**config.mk**
```make
export PLATFORM = sky130hd
export DESIGN_NAME = energy_voice_activity_detector_unit
export DESIGN_NICKNAME = d
export VERILOG_FILES = /design/src/rtl/core/evad_pkg.sv /design/src/rtl/core/evad_fifo.sv /design/src/rtl/core/evad_front.sv /design/src/rtl/core/evad_back.sv /design/src/rtl/core/energy_voice_activity_detector_unit.sv
export SDC_FILE = /design/constraint.sdc
export NUM_CORES = 2
export LEC_CHECK = 0
export BUFFER_PORTS_ARGS = -buffer_cell sky130_fd_sc_hd__buf_2
export CORE_MARGIN = 2
export CORE_UTILIZATION = 40
export CTS_CLUSTER_SIZE = 24
export DETAILED_ROUTE_END_ITERATION = 12
export PLACE_DENSITY = 0.58
export SKIP_LAST_GASP = 1
export SYNTH_ARGS = -nofsm -noshare
export SYNTH_HDL_FRONTEND = slang
export SYNTH_SLANG_ARGS = --single-unit
export TNS_END_PERCENT = 50
```
**constraint.sdc**
```tcl
create_clock -name clk -period 19.15 [get_ports clk]
set_input_delay 0.9575 -clock clk [delete_from_list [all_inputs] [get_ports clk]]
set_output_delay 0.9575 -clock clk [all_outputs]
set_load 0.01 [all_outputs]
```
**src/rtl/core/evad_pkg.sv**
```systemverilog
package evad_pkg;

  localparam int unsigned DATA_W     = 16;
  localparam int unsigned RAD_W      = 32;
  localparam int unsigned ROOT_STEPS = 16;

  typedef enum logic [1:0] {
    MODE_IDLE   = 2'd0,
    MODE_LISTEN = 2'd1,
    MODE_SPEAK  = 2'd2,
    MODE_ENDED  = 2'd3
  } mode_t;

  typedef enum logic [1:0] {
    REG_THRESHOLD     = 2'd0,
    REG_MIN_SPEECH    = 2'd1,
    REG_SILENCE_LIMIT = 2'd2,
    REG_MAX_FRAMES    = 2'd3
  } cfg_idx_t;

  localparam logic [DATA_W-1:0] THRESHOLD_RST     = 16'd500;
  localparam logic [DATA_W-1:0] MIN_SPEECH_RST    = 16'd4;
  localparam logic [DATA_W-1:0] SILENCE_LIMIT_RST = 16'd40;
  localparam logic [DATA_W-1:0] MAX_FRAMES_RST    = 16'd320;

  typedef struct packed {
    logic [DATA_W-1:0] energy_thresh;
    logic [DATA_W-1:0] min_speech_frames;
    logic [DATA_W-1:0] silence_frames_limit;
    logic [DATA_W-1:0] max_frames;
  } cfg_t;

  typedef struct packed {
    mode_t             detector_mode;
    logic [DATA_W-1:0] frame_energy;
    logic              speech_flag;
    logic              stop_flag;
    logic [DATA_W-1:0] elapsed_frames;
    logic              frame_too_long;
  } result_t;

  function automatic logic [DATA_W-1:0] sat_inc(input logic [DATA_W-1:0] v);
    return (v == {DATA_W{1'b1}}) ? v : v + 16'd1;
  endfunction

endpackage

```
**src/rtl/core/evad_fifo.sv**
```systemverilog
module evad_fifo #(
  parameter int unsigned WIDTH = 8,
  parameter int unsigned DEPTH = 4
) (
  input  logic                         clk,
  input  logic                         rst_n,
  input  logic                         push,
  input  logic [WIDTH-1:0]             wdata,
  input  logic                         pop,
  output logic [WIDTH-1:0]             rdata,
  output logic                         empty,
  output logic [$clog2(DEPTH+1)-1:0]   count
);

  localparam int unsigned PTR_W = $clog2(DEPTH);
  localparam int unsigned CNT_W = $clog2(DEPTH+1);

  logic [WIDTH-1:0] mem_r [DEPTH];
  logic [PTR_W-1:0] wr_ptr_r;
  logic [PTR_W-1:0] rd_ptr_r;
  logic [CNT_W-1:0] count_r;

  function automatic logic [PTR_W-1:0] ptr_inc(input logic [PTR_W-1:0] p);
    return (p == PTR_W'(DEPTH-1)) ? '0 : p + 1'b1;
  endfunction

  always_ff @(posedge clk) begin
    if (push) begin
      mem_r[wr_ptr_r] <= wdata;
    end
  end

  always_ff @(posedge clk) begin
    if (!rst_n) begin
      wr_ptr_r <= '0;
      rd_ptr_r <= '0;
      count_r  <= '0;
    end else begin
      if (push) begin
        wr_ptr_r <= ptr_inc(wr_ptr_r);
      end
      if (pop) begin
        rd_ptr_r <= ptr_inc(rd_ptr_r);
      end
      if (push && !pop) begin
        count_r <= count_r + 1'b1;
      end else if (pop && !push) begin
        count_r <= count_r - 1'b1;
      end
    end
  end

  assign rdata = mem_r[rd_ptr_r];
  assign empty = (count_r == '0);
  assign count = count_r;

endmodule

```
**src/rtl/core/evad_front.sv**
```systemverilog
module evad_front import evad_pkg::*; #(
  parameter int unsigned MAX_FRAME_SAMPLES = 1024
) (
  input  logic                                clk,
  input  logic                                rst_n,
  input  logic                                take,
  input  logic signed [DATA_W-1:0]            sample,
  input  logic                                last_in_frame,
  input  logic                                restart,
  output logic                                desc_valid,
  output logic [31+$clog2(MAX_FRAME_SAMPLES)-1:0] desc_sum,
  output logic [$clog2(MAX_FRAME_SAMPLES+1)-1:0]  desc_cnt,
  output logic                                desc_ovf,
  output logic                                desc_restart,
  output logic                                tail_last
);

  localparam int unsigned SUM_W = 31 + $clog2(MAX_FRAME_SAMPLES);
  localparam int unsigned CNT_W = $clog2(MAX_FRAME_SAMPLES+1);

  logic [DATA_W-1:0] raw;
  logic [DATA_W-1:0] mag;

  // square stage
  logic              a_valid_r;
  logic [RAD_W-1:0]  a_sq_r;
  logic              a_last_r;
  logic              a_restart_r;

  // accumulate stage
  logic [SUM_W-1:0]  sum_r;
  logic [CNT_W-1:0]  cnt_r;
  logic              ovf_r;
  logic              pend_r;

  logic [SUM_W-1:0]  sum_base;
  logic [CNT_W-1:0]  cnt_base;
  logic              ovf_base;
  logic              pend_base;
  logic              room;
  logic [SUM_W-1:0]  sum_acc;
  logic [CNT_W-1:0]  cnt_acc;
  logic              ovf_acc;

  assign raw = sample;
  assign mag = raw[DATA_W-1] ? (~raw + 16'd1) : raw;

  always_ff @(posedge clk) begin
    if (!rst_n) begin
      a_valid_r <= 1'b0;
    end else begin
      a_valid_r <= take;
    end
  end

  always_ff @(posedge clk) begin
    if (take) begin
      a_sq_r      <= {16'd0, mag} * {16'd0, mag};
      a_last_r    <= last_in_frame;
      a_restart_r <= restart;
    end
  end

  always_comb begin
    sum_base  = a_restart_r ? '0 : sum_r;
    cnt_base  = a_restart_r ? '0 : cnt_r;
    ovf_base  = a_restart_r ? 1'b0 : ovf_r;
    pend_base = a_restart_r | pend_r;
    room      = (cnt_base < CNT_W'(MAX_FRAME_SAMPLES));
    sum_acc   = room ? (sum_base + SUM_W'(a_sq_r)) : sum_base;
    cnt_acc   = room ? (cnt_base + 1'b1) : cnt_base;
    ovf_acc   = ovf_base | !room;
  end

  always_ff @(posedge clk) begin
    if (!rst_n) begin
      sum_r  <= '0;
      cnt_r  <= '0;
      ovf_r  <= 1'b0;
      pend_r <= 1'b0;
    end else if (a_valid_r) begin
      if (a_last_r) begin
        sum_r  <= '0;
        cnt_r  <= '0;
        ovf_r  <= 1'b0;
        pend_r <= 1'b0;
      end else begin
        sum_r  <= sum_acc;
        cnt_r  <= cnt_acc;
        ovf_r  <= ovf_acc;
        pend_r <= pend_base;
      end
    end
  end

  assign desc_valid   = a_valid_r & a_last_r;
  assign desc_sum     = sum_acc;
  assign desc_cnt     = cnt_acc;
  assign desc_ovf     = ovf_acc;
  assign desc_restart = pend_base;
  assign tail_last    = a_valid_r & a_last_r;

endmodule

```
**src/rtl/core/evad_back.sv**
```systemverilog
module evad_back import evad_pkg::*; #(
  parameter int unsigned MAX_FRAME_SAMPLES = 1024
) (
  input  logic                 clk,
  input  logic                 rst_n,
  input  cfg_t                 cfg,
  input  logic                 desc_empty,
  input  logic [31+$clog2(MAX_FRAME_SAMPLES)+$clog2(MAX_FRAME_SAMPLES+1)+2-1:0] desc_data,
  output logic                 desc_pop,
  input  logic                 res_pop,
  output logic                 res_valid,
  output result_t              res
);

  localparam int unsigned SUM_W  = 31 + $clog2(MAX_FRAME_SAMPLES);
  localparam int unsigned CNT_W  = $clog2(MAX_FRAME_SAMPLES+1);
  localparam int unsigned STEP_W = $clog2(SUM_W);

  typedef enum logic [1:0] {S_IDLE, S_DIV, S_ROOT, S_EVAL} state_t;

  state_t             state_r;
  logic [CNT_W-1:0]   rem_r;
  logic [SUM_W-1:0]   quo_r;
  logic [CNT_W-1:0]   den_r;
  logic [STEP_W-1:0]  step_r;
  logic [RAD_W-1:0]   rad_r;
  logic [RAD_W-1:0]   root_r;
  logic [RAD_W-1:0]   bit_r;
  logic               ovf_r;
  logic               rst_r;
  logic               zero_r;

  mode_t              mode_r;
  logic [DATA_W-1:0]  total_r;
  logic [DATA_W-1:0]  speech_cnt_r;
  logic [DATA_W-1:0]  silence_cnt_r;
  logic               res_valid_r;
  result_t            res_r;

  logic [SUM_W-1:0]   d_sum;
  logic [CNT_W-1:0]   d_cnt;
  logic               d_ovf;
  logic               d_restart;

  logic [CNT_W:0]     r2;
  logic [CNT_W:0]     diff;
  logic               ge;
  logic [CNT_W-1:0]   rem_nxt;
  logic [SUM_W-1:0]   quo_nxt;

  logic [RAD_W-1:0]   trial;
  logic               fit;
  logic [RAD_W-1:0]   rad_nxt;
  logic [RAD_W-1:0]   root_nxt;

  logic [DATA_W-1:0]  energy;
  logic               speech;
  mode_t              m;
  logic [DATA_W-1:0]  ft;
  logic [DATA_W-1:0]  sc;
  logic [DATA_W-1:0]  slc;
  logic               out_free;
  logic               res_load;

  assign {d_restart, d_ovf, d_cnt, d_sum} = desc_data;

  // restoring divide, one quotient bit per cycle
  always_comb begin
    r2      = {rem_r, quo_r[SUM_W-1]};
    ge      = (r2 >= {1'b0, den_r});
    diff    = r2 - {1'b0, den_r};
    rem_nxt = ge ? diff[CNT_W-1:0] : r2[CNT_W-1:0];
    quo_nxt = {quo_r[SUM_W-2:0], ge};
  end

  // digit-by-digit square root, two radicand bits per cycle
  always_comb begin
    trial    = root_r + bit_r;
    fit      = (rad_r >= trial);
    rad_nxt  = fit ? (rad_r - trial) : rad_r;
    root_nxt = fit ? ((root_r >> 1) + bit_r) : (root_r >> 1);
  end

  always_comb begin
    energy = zero_r ? '0 : root_r[DATA_W-1:0];
    speech = (energy > cfg.energy_thresh);
    m      = rst_r ? MODE_IDLE : mode_r;
    ft     = sat_inc(rst_r ? '0 : total_r);
    sc     = rst_r ? '0 : speech_cnt_r;
    slc    = rst_r ? '0 : silence_cnt_r;
    if (m == MODE_IDLE) begin
      m   = MODE_LISTEN;
      sc  = '0;
      slc = '0;
    end
    if (m == MODE_LISTEN) begin
      if (speech) begin
        sc = sat_inc(sc);
        if (sc >= cfg.min_speech_frames) begin
          m = MODE_SPEAK;
        end
      end
    end else if (m == MODE_SPEAK) begin
      if (speech) begin
        sc  = sat_inc(sc);
        slc = '0;
      end else begin
        slc = sat_inc(slc);
        if (slc >= cfg.silence_frames_limit) begin
          m = MODE_ENDED;
        end
      end
    end
    if (ft >= cfg.max_frames) begin
      m = MODE_ENDED;
    end
  end

  assign out_free = !res_valid_r || res_pop;
  assign res_load = (state_r == S_EVAL) && out_free;
  assign desc_pop = (state_r == S_IDLE) && !desc_empty;

  always_ff @(posedge clk) begin
    if (!rst_n) begin
      state_r       <= S_IDLE;
      mode_r        <= MODE_IDLE;
      total_r       <= '0;
      speech_cnt_r  <= '0;
      silence_cnt_r <= '0;
      res_valid_r   <= 1'b0;
    end else begin
      if (res_load || res_pop) begin
        res_valid_r <= res_load;
      end
      case (state_r)
        S_IDLE: begin
          if (!desc_empty) begin
            rem_r   <= '0;
            quo_r   <= d_sum;
            den_r   <= d_cnt;
            zero_r  <= (d_cnt == '0);
            ovf_r   <= d_ovf;
            rst_r   <= d_restart;
            step_r  <= STEP_W'(SUM_W-1);
            state_r <= S_DIV;
          end
        end
        S_DIV: begin
          rem_r  <= rem_nxt;
          quo_r  <= quo_nxt;
          step_r <= step_r - 1'b1;
          if (step_r == '0) begin
            rad_r   <= quo_nxt[RAD_W-1:0];
            root_r  <= '0;
            bit_r   <= {2'b01, {(RAD_W-2){1'b0}}};
            step_r  <= STEP_W'(ROOT_STEPS-1);
            state_r <= S_ROOT;
          end
        end
        S_ROOT: begin
          rad_r  <= rad_nxt;
          root_r <= root_nxt;
          bit_r  <= bit_r >> 2;
          step_r <= step_r - 1'b1;
          if (step_r == '0) begin
            state_r <= S_EVAL;
          end
        end
        S_EVAL: begin
          if (out_free) begin
            mode_r               <= m;
            total_r              <= ft;
            speech_cnt_r         <= sc;
            silence_cnt_r        <= slc;
            res_r.detector_mode  <= m;
            res_r.frame_energy   <= energy;
            res_r.speech_flag    <= speech;
            res_r.stop_flag      <= (m == MODE_ENDED);
            res_r.elapsed_frames <= ft;
            res_r.frame_too_long <= ovf_r;
            state_r              <= S_IDLE;
          end
        end
        default: begin
          state_r <= S_IDLE;
        end
      endcase
    end
  end

  assign res_valid = res_valid_r;
  assign res       = res_r;

endmodule

```
**src/rtl/core/energy_voice_activity_detector_unit.sv**
```systemverilog
// Energy voice activity detector.
// Input queue port: push one signed audio sample per transaction (in_push while in_full is
// low), with in_last_in_frame on the final sample of a frame and in_restart to clear the
// detector to idle and drop any partly gathered frame before that sample is taken.
// Result queue port: one result per closed frame; it stands on the out_ ports while
// out_empty is low and is taken with out_pop. Fields: detector mode, floor RMS energy,
// speech flag, stop flag, elapsed frame count and an overlong-frame flag.
// Configuration: write cfg_wdata into register cfg_index with cfg_we, only while idle.
// Throughput: one sample per cycle while frames are long enough to cover the frame-end
// math. Each closed frame passes the back end as a load, SUM_W divide steps (one
// quotient bit per cycle, SUM_W = 31 + clog2(MAX_FRAME_SAMPLES), 41 by default), 16 square
// root steps and an evaluation; a four-entry frame queue absorbs short bursts, and in_full
// rises when frames close faster than the back end drains them. The last sample of a frame
// passes the square register, the frame queue and the back end's load, divide, square root
// and evaluation states before its result appears, when back end and result register are free.
// Reset (synchronous, rst_n low): registers take their default limits, the detector is
// idle, both queues are empty. When the receiver stalls, the result is held, the back end
// waits and the frame queue fills; sample intake then stops through in_full.
module energy_voice_activity_detector_unit import evad_pkg::*; #(
  parameter int unsigned MAX_FRAME_SAMPLES = 1024
) (
  input  logic                     clk,
  input  logic                     rst_n,
  input  logic                     in_push,
  output logic                     in_full,
  input  logic signed [DATA_W-1:0] in_sample,
  input  logic                     in_last_in_frame,
  input  logic                     in_restart,
  output logic                     out_empty,
  input  logic                     out_pop,
  output logic [1:0]               out_detector_mode,
  output logic [DATA_W-1:0]        out_frame_energy,
  output logic                     out_speech_flag,
  output logic                     out_stop_flag,
  output logic [DATA_W-1:0]        out_elapsed_frames,
  output logic                     out_frame_too_long,
  input  logic                     cfg_we,
  input  logic [1:0]               cfg_index,
  input  logic [DATA_W-1:0]        cfg_wdata
);

  localparam int unsigned SUM_W       = 31 + $clog2(MAX_FRAME_SAMPLES);
  localparam int unsigned CNT_W       = $clog2(MAX_FRAME_SAMPLES+1);
  localparam int unsigned DESC_W      = SUM_W + CNT_W + 2;
  localparam int unsigned QUEUE_DEPTH = 4;
  localparam int unsigned QCNT_W      = $clog2(QUEUE_DEPTH+1);

  cfg_t              cfg_r;

  logic              take;
  logic              desc_valid;
  logic [SUM_W-1:0]  desc_sum;
  logic [CNT_W-1:0]  desc_cnt;
  logic              desc_ovf;
  logic              desc_restart;
  logic              tail_last;

  logic [DESC_W-1:0] q_wdata;
  logic [DESC_W-1:0] q_rdata;
  logic              q_empty;
  logic              q_pop;
  logic [QCNT_W-1:0] q_count;
  logic [QCNT_W:0]   q_need;

  logic              res_valid;
  logic              res_pop;
  result_t           res;

  // Configuration registers: hold defaults until software writes them.
  always_ff @(posedge clk) begin
    if (!rst_n) begin
      cfg_r.energy_thresh        <= THRESHOLD_RST;
      cfg_r.min_speech_frames    <= MIN_SPEECH_RST;
      cfg_r.silence_frames_limit <= SILENCE_LIMIT_RST;
      cfg_r.max_frames           <= MAX_FRAMES_RST;
    end else if (cfg_we) begin
      case (cfg_idx_t'(cfg_index))
        REG_THRESHOLD:     cfg_r.energy_thresh        <= cfg_wdata;
        REG_MIN_SPEECH:    cfg_r.min_speech_frames    <= cfg_wdata;
        REG_SILENCE_LIMIT: cfg_r.silence_frames_limit <= cfg_wdata;
        REG_MAX_FRAMES:    cfg_r.max_frames           <= cfg_wdata;
        default: begin
        end
      endcase
    end
  end

  // Back-pressure: the frame queue must keep a slot for a frame end still in the square
  // stage, so hold off intake once stored frames plus that one fill the queue.
  assign q_need  = {1'b0, q_count} + {{QCNT_W{1'b0}}, tail_last};
  assign in_full = (q_need >= (QCNT_W+1)'(QUEUE_DEPTH));
  assign take    = in_push && !in_full;

  // Front end: square each sample and sum the frame.
  evad_front #(
    .MAX_FRAME_SAMPLES (MAX_FRAME_SAMPLES)
  ) u_front (
    .clk           (clk),
    .rst_n         (rst_n),
    .take          (take),
    .sample        (in_sample),
    .last_in_frame (in_last_in_frame),
    .restart       (in_restart),
    .desc_valid    (desc_valid),
    .desc_sum      (desc_sum),
    .desc_cnt      (desc_cnt),
    .desc_ovf      (desc_ovf),
    .desc_restart  (desc_restart),
    .tail_last     (tail_last)
  );

  // Closed frames wait here for the back end.
  assign q_wdata = {desc_restart, desc_ovf, desc_cnt, desc_sum};

  evad_fifo #(
    .WIDTH (DESC_W),
    .DEPTH (QUEUE_DEPTH)
  ) u_frame_queue (
    .clk   (clk),
    .rst_n (rst_n),
    .push  (desc_valid),
    .wdata (q_wdata),
    .pop   (q_pop),
    .rdata (q_rdata),
    .empty (q_empty),
    .count (q_count)
  );

  // Back end: divide, square root, mode update, result register.
  assign res_pop = out_pop && res_valid;

  evad_back #(
    .MAX_FRAME_SAMPLES (MAX_FRAME_SAMPLES)
  ) u_back (
    .clk        (clk),
    .rst_n      (rst_n),
    .cfg        (cfg_r),
    .desc_empty (q_empty),
    .desc_data  (q_rdata),
    .desc_pop   (q_pop),
    .res_pop    (res_pop),
    .res_valid  (res_valid),
    .res        (res)
  );

  assign out_empty          = !res_valid;
  assign out_detector_mode  = res.detector_mode;
  assign out_frame_energy   = res.frame_energy;
  assign out_speech_flag    = res.speech_flag;
  assign out_stop_flag      = res.stop_flag;
  assign out_elapsed_frames = res.elapsed_frames;
  assign out_frame_too_long = res.frame_too_long;

endmodule

```
==> results by group <==
Power and ir drop
  – Seq pwr share: 26.5%
  – Cell-internal power: between 4 and 5 mW
  – Lkg Pwr: ~17 nW
  – Net switching power: a little under 3 mW
  – Power Density: about 170 mW/mm2
  – Total Power: 7.27 mW
  – Worst VDD drop: 0.257 mV
  – Clk pwr share: a little under a fifth
  – Combinational share of power: between 50% and 60%
  – Switching share of power: approximately two fifths

Routing
  – DRT Pass-1 Iters: 5
  – Highest routed metal layer: met4
  – Final WL: 89.5 mm
  – Wirelength per Cell: around 17 um
  – Vias: 27.2k
  – M1 wire length: roughly 44 mm
  – Number of remaining DRC errors: 0
  – DR vias/cell: about 5.2
  – Routed Antenna Nets: 0
  – Met3 WL: between 3 and 4 mm
  – DR WL met2: 39.8 mm
  – Iteration-0 DRC Markers: 1,847

Setup path
  – R2R depth: 20
  – Reg-to-reg slack, setup: 13.36 ns
  – Kind of critical path: input pin to flip-flop
  – Worst Path Required: just under 20 ns
  – Worst setup EP type: flip-flop
  – CP peak stage delay: approximately 0.75 ns
  – Slowest cell on crit path: o41ai_1
  – Worst-path maximum fanout: 17
  – Crit path DAT: between 9 and 10 ns
  – Critical path's top delay family: adder cells
  – Worst Path Buf+Inv: 8
  – FF-to-FF Start: u_back.root_r[8]
  – CP startpoint: in_sample[0]
  – R2R Path End: u_back.rad_r[29]
  – Startpoint types: input pin

Yosys
  – Leading area contributor after synthesis: edfxtp_1
  – Syn_area_per_cell: about 10 um2
  – Flops & latches, synth: approximately 620
  – Top post-synthesis cells by area: edfxtp_1, dfxtp_1, ha_1
  – Seq/Total Area, Yosys: approximately 42%
  – Post-Syn Area: between 0.03 and 0.04 mm2
  – Synth Flop Type: edfxtp_1
  – Post-synth EDFFs: 438
  – Post-synth cell types: 86
  – Top-area cell type share of the netlist area: between 30% and 40%
  – Synthesis Warnings: 0
  – Syn Inst Count: about 3.8k
  – Ys async rst share: 0%

Placement
  – Placer Congestion: 0.869
  – Final HPWL DP: 65.0 mm
  – Pre-CTS setup slack: between 9 and 10 ns
  – Inst Count DP: roughly 5.1k
  – Placement Cell Area: between 0.04 and 0.05 mm2
  – Port bufs: 79

Layout
  – Register area: 0.0168 mm2
  – Layout area overhead: 10.2%
  – Diodes inserted: 0
  – Final Non-Filler Cells: 5,189
  – Final Util: 44.5%
  – Finished Cell Area: roughly 0.044 mm2
  – FILL cells: 9,448
  – Final #Nets: around 4.3k
  – Share of cells above drive strength 1: under 10%
  – Area used by multi-input combinational logic: 0.0211 mm2

Global routing
  – Vias in the first global route: around 27k
  – First-pass GRT wire length: ~140 mm
  – Total global routing overflow: 0
  – Pin count of the biggest net entering global routing: 70
  – Initial antenna violation count: 1
  – Total GRT Usage: 17.6%

Floorplanning
  – IO Pins: 80
  – CORE AREA: 0.0984 mm2
  – Initial Utilization: 40.3%
  – Die Wd: ~320 um
  – Site row count: 115
  – Die ar.: roughly 0.10 mm2
  – Chip height: about 320 um

STA
  – Fin. max-slew vios: 0
  – Final period utilization: a little under half
  – Setup TNS: 0 ns
  – Hold Slack: 0.452 ns
  – Final setup vio count: 0
  – Worst slew margin: approximately a quarter
  – Setup ws final: approximately 10 ns
  – Final Hold Vio Count: 0
  – RSZ-0062 raised after global routing: no
  – Fmax: between 100 and 150 MHz
  – Slew @ Worst Pin: 1.14 ns
  – Minimum clock period: about 8.9 ns
  – Clock skew: about 0.033 ns

Run status
  – Outcome: finished clean

Hold path
  – Hold Crit Class: flip-flop to flip-flop
  – Hold Path Stages: 2
  – Worst Min Path Start: cfg_r[15]
  – Hold Path Sink: cfg_r[15]

Flow run
  – Max-capacitance violation count: 0

Clock network
  – H-tree levels: 3
  – CTS tree: yes
  – Maximum buffer depth of the clock tree: 3
  – Root cell of the clock tree: clkbuf_16
  – PostCTS Resize Cnt: 0
  – Clk slew on worst S/H paths: ~0.060 ns
  – Clock sink count: between 600 and 700
  – Post-CTS setup buffers: 0
  – Number of hold buffers added after CTS: 0
  – Inserted Clock Buffers: slightly below 70
  – Worst-Skew Late Latency: 0.63 ns
## how the worst max path moves through the flow
stage / depth (start not counted) / to
floorplan: 28 / u_front.a_sq_r[30]
global placement: 28 / u_front.a_sq_r[30]
detailed placement: 28 / u_front.a_sq_r[30]
CTS: 28 / u_front.a_sq_r[30]
global route: 28 / u_front.a_sq_r[30]
finish: 28 / u_front.a_sq_r[30]
## cell usage after synthesis (107+ instances only)
| library cell | n |
|---|---|
| a21oi_1 | 215 |
| nand2_1 | 412 |
| xnor2_1 | 114 |
| o21ai_0 | 122 |
| dfxtp_1 | 181 |
| fa_1 | 166 |
| ha_1 | 286 |
| edfxtp_1 | 438 |
| nor2_1 | 303 |
| clkbuf_1 | 121 |
| xor2_1 | 107 |
| inv_1 | 359 |
## power groups by stage
stage | Combinational [mW] | Sequential, mW | Clock (mW)
final | 4.02 | 1.93 | 1.32
after floorplan | 3.17 | 1.92 | 0
after global placement | 3.98 | 1.95 | 0
after global routing | 4.61 | 1.94 | 1.41
after CTS | 4.04 | 1.93 | 1.36
after detailed placement | 4.02 | 1.95 | 0
## state kept, by name (all words and copies together), names as in the netlist, 31 cells and up, named ones only
register,count
u_back.res,37
u_front.sum_r,41
u_back.quo_r,41
u_front.a_sq_r,31
u_back.rad_r,32
u_frame_queue.mem_r,216
cfg_r,64
u_back.root_r,32
## final cells by class
cell class | count | share of cell area [%]
well taps | 1287 | 3.68
clock buffers | 93 | 4.38
flip-flops and latches | 619 | 38.3
repair buffers | 108 | 1.40
multi-input cells | 2684 | 48.3
inverters | 368 | 3.16
clock inverters | 30 | 0.775
## routing by layer
metal,global-route usage [%],vias up
met1,25.7,13100
met2,27.6,558
met5,0,-
li1,-,13500
met4,3.94,0
met3,2.52,115
## logic make-up (layout without fill, tap and decap cells)
group,Yosys count,in the layout,share of synthesized area [%]
multiplexers,140,140,5.46
other,2,11,0.0189
flip-flops,619,619,42.3
XOR/XNOR,221,221,4.88
buffers and inverters,505,599,4.81
AO/OA/AOI/OAI,719,719,11.8
adder cells (fa/ha/maj),452,452,17.4
AND/OR/NAND/NOR,1141,1141,13.4
## placed cells by master, fill, tap and decap left out, types with 25 or more instances in the layout
cell | netlist | layout
clkbuf_16 | 0 | 70
inv_1 | 359 | 359
mux4_2 | 54 | 54
nor2b_1 | 92 | 91
a22o_1 | 33 | 33
xnor2_1 | 114 | 114
fa_1 | 166 | 166
edfxtp_1 | 438 | 438
nor2_1 | 303 | 300
a21o_1 | 69 | 69
a22oi_1 | 37 | 37
dfxtp_1 | 181 | 179
ha_1 | 286 | 284
nor3_1 | 45 | 45
nand2_1 | 412 | 412
and3_1 | 34 | 30
a31oi_1 | 44 | 44
a21oi_1 | 215 | 214
o211ai_1 | 25 | 25
buf_4 | 0 | 29
buf_2 | 6 | 79
o21ai_0 | 122 | 121
nand4_1 | 42 | 42
mux2_2 | 73 | 73
and2_1 | 30 | 30
nand3_1 | 63 | 63
xor2_1 | 107 | 107
nand2b_1 | 36 | 36
## worst min-delay path: stages, from the launching register on
cell and delay (ns):
dfxtp_1 0.31, nand2_1 0.05, a21oi_1 0.05
(Power assumes the default switching activity.)
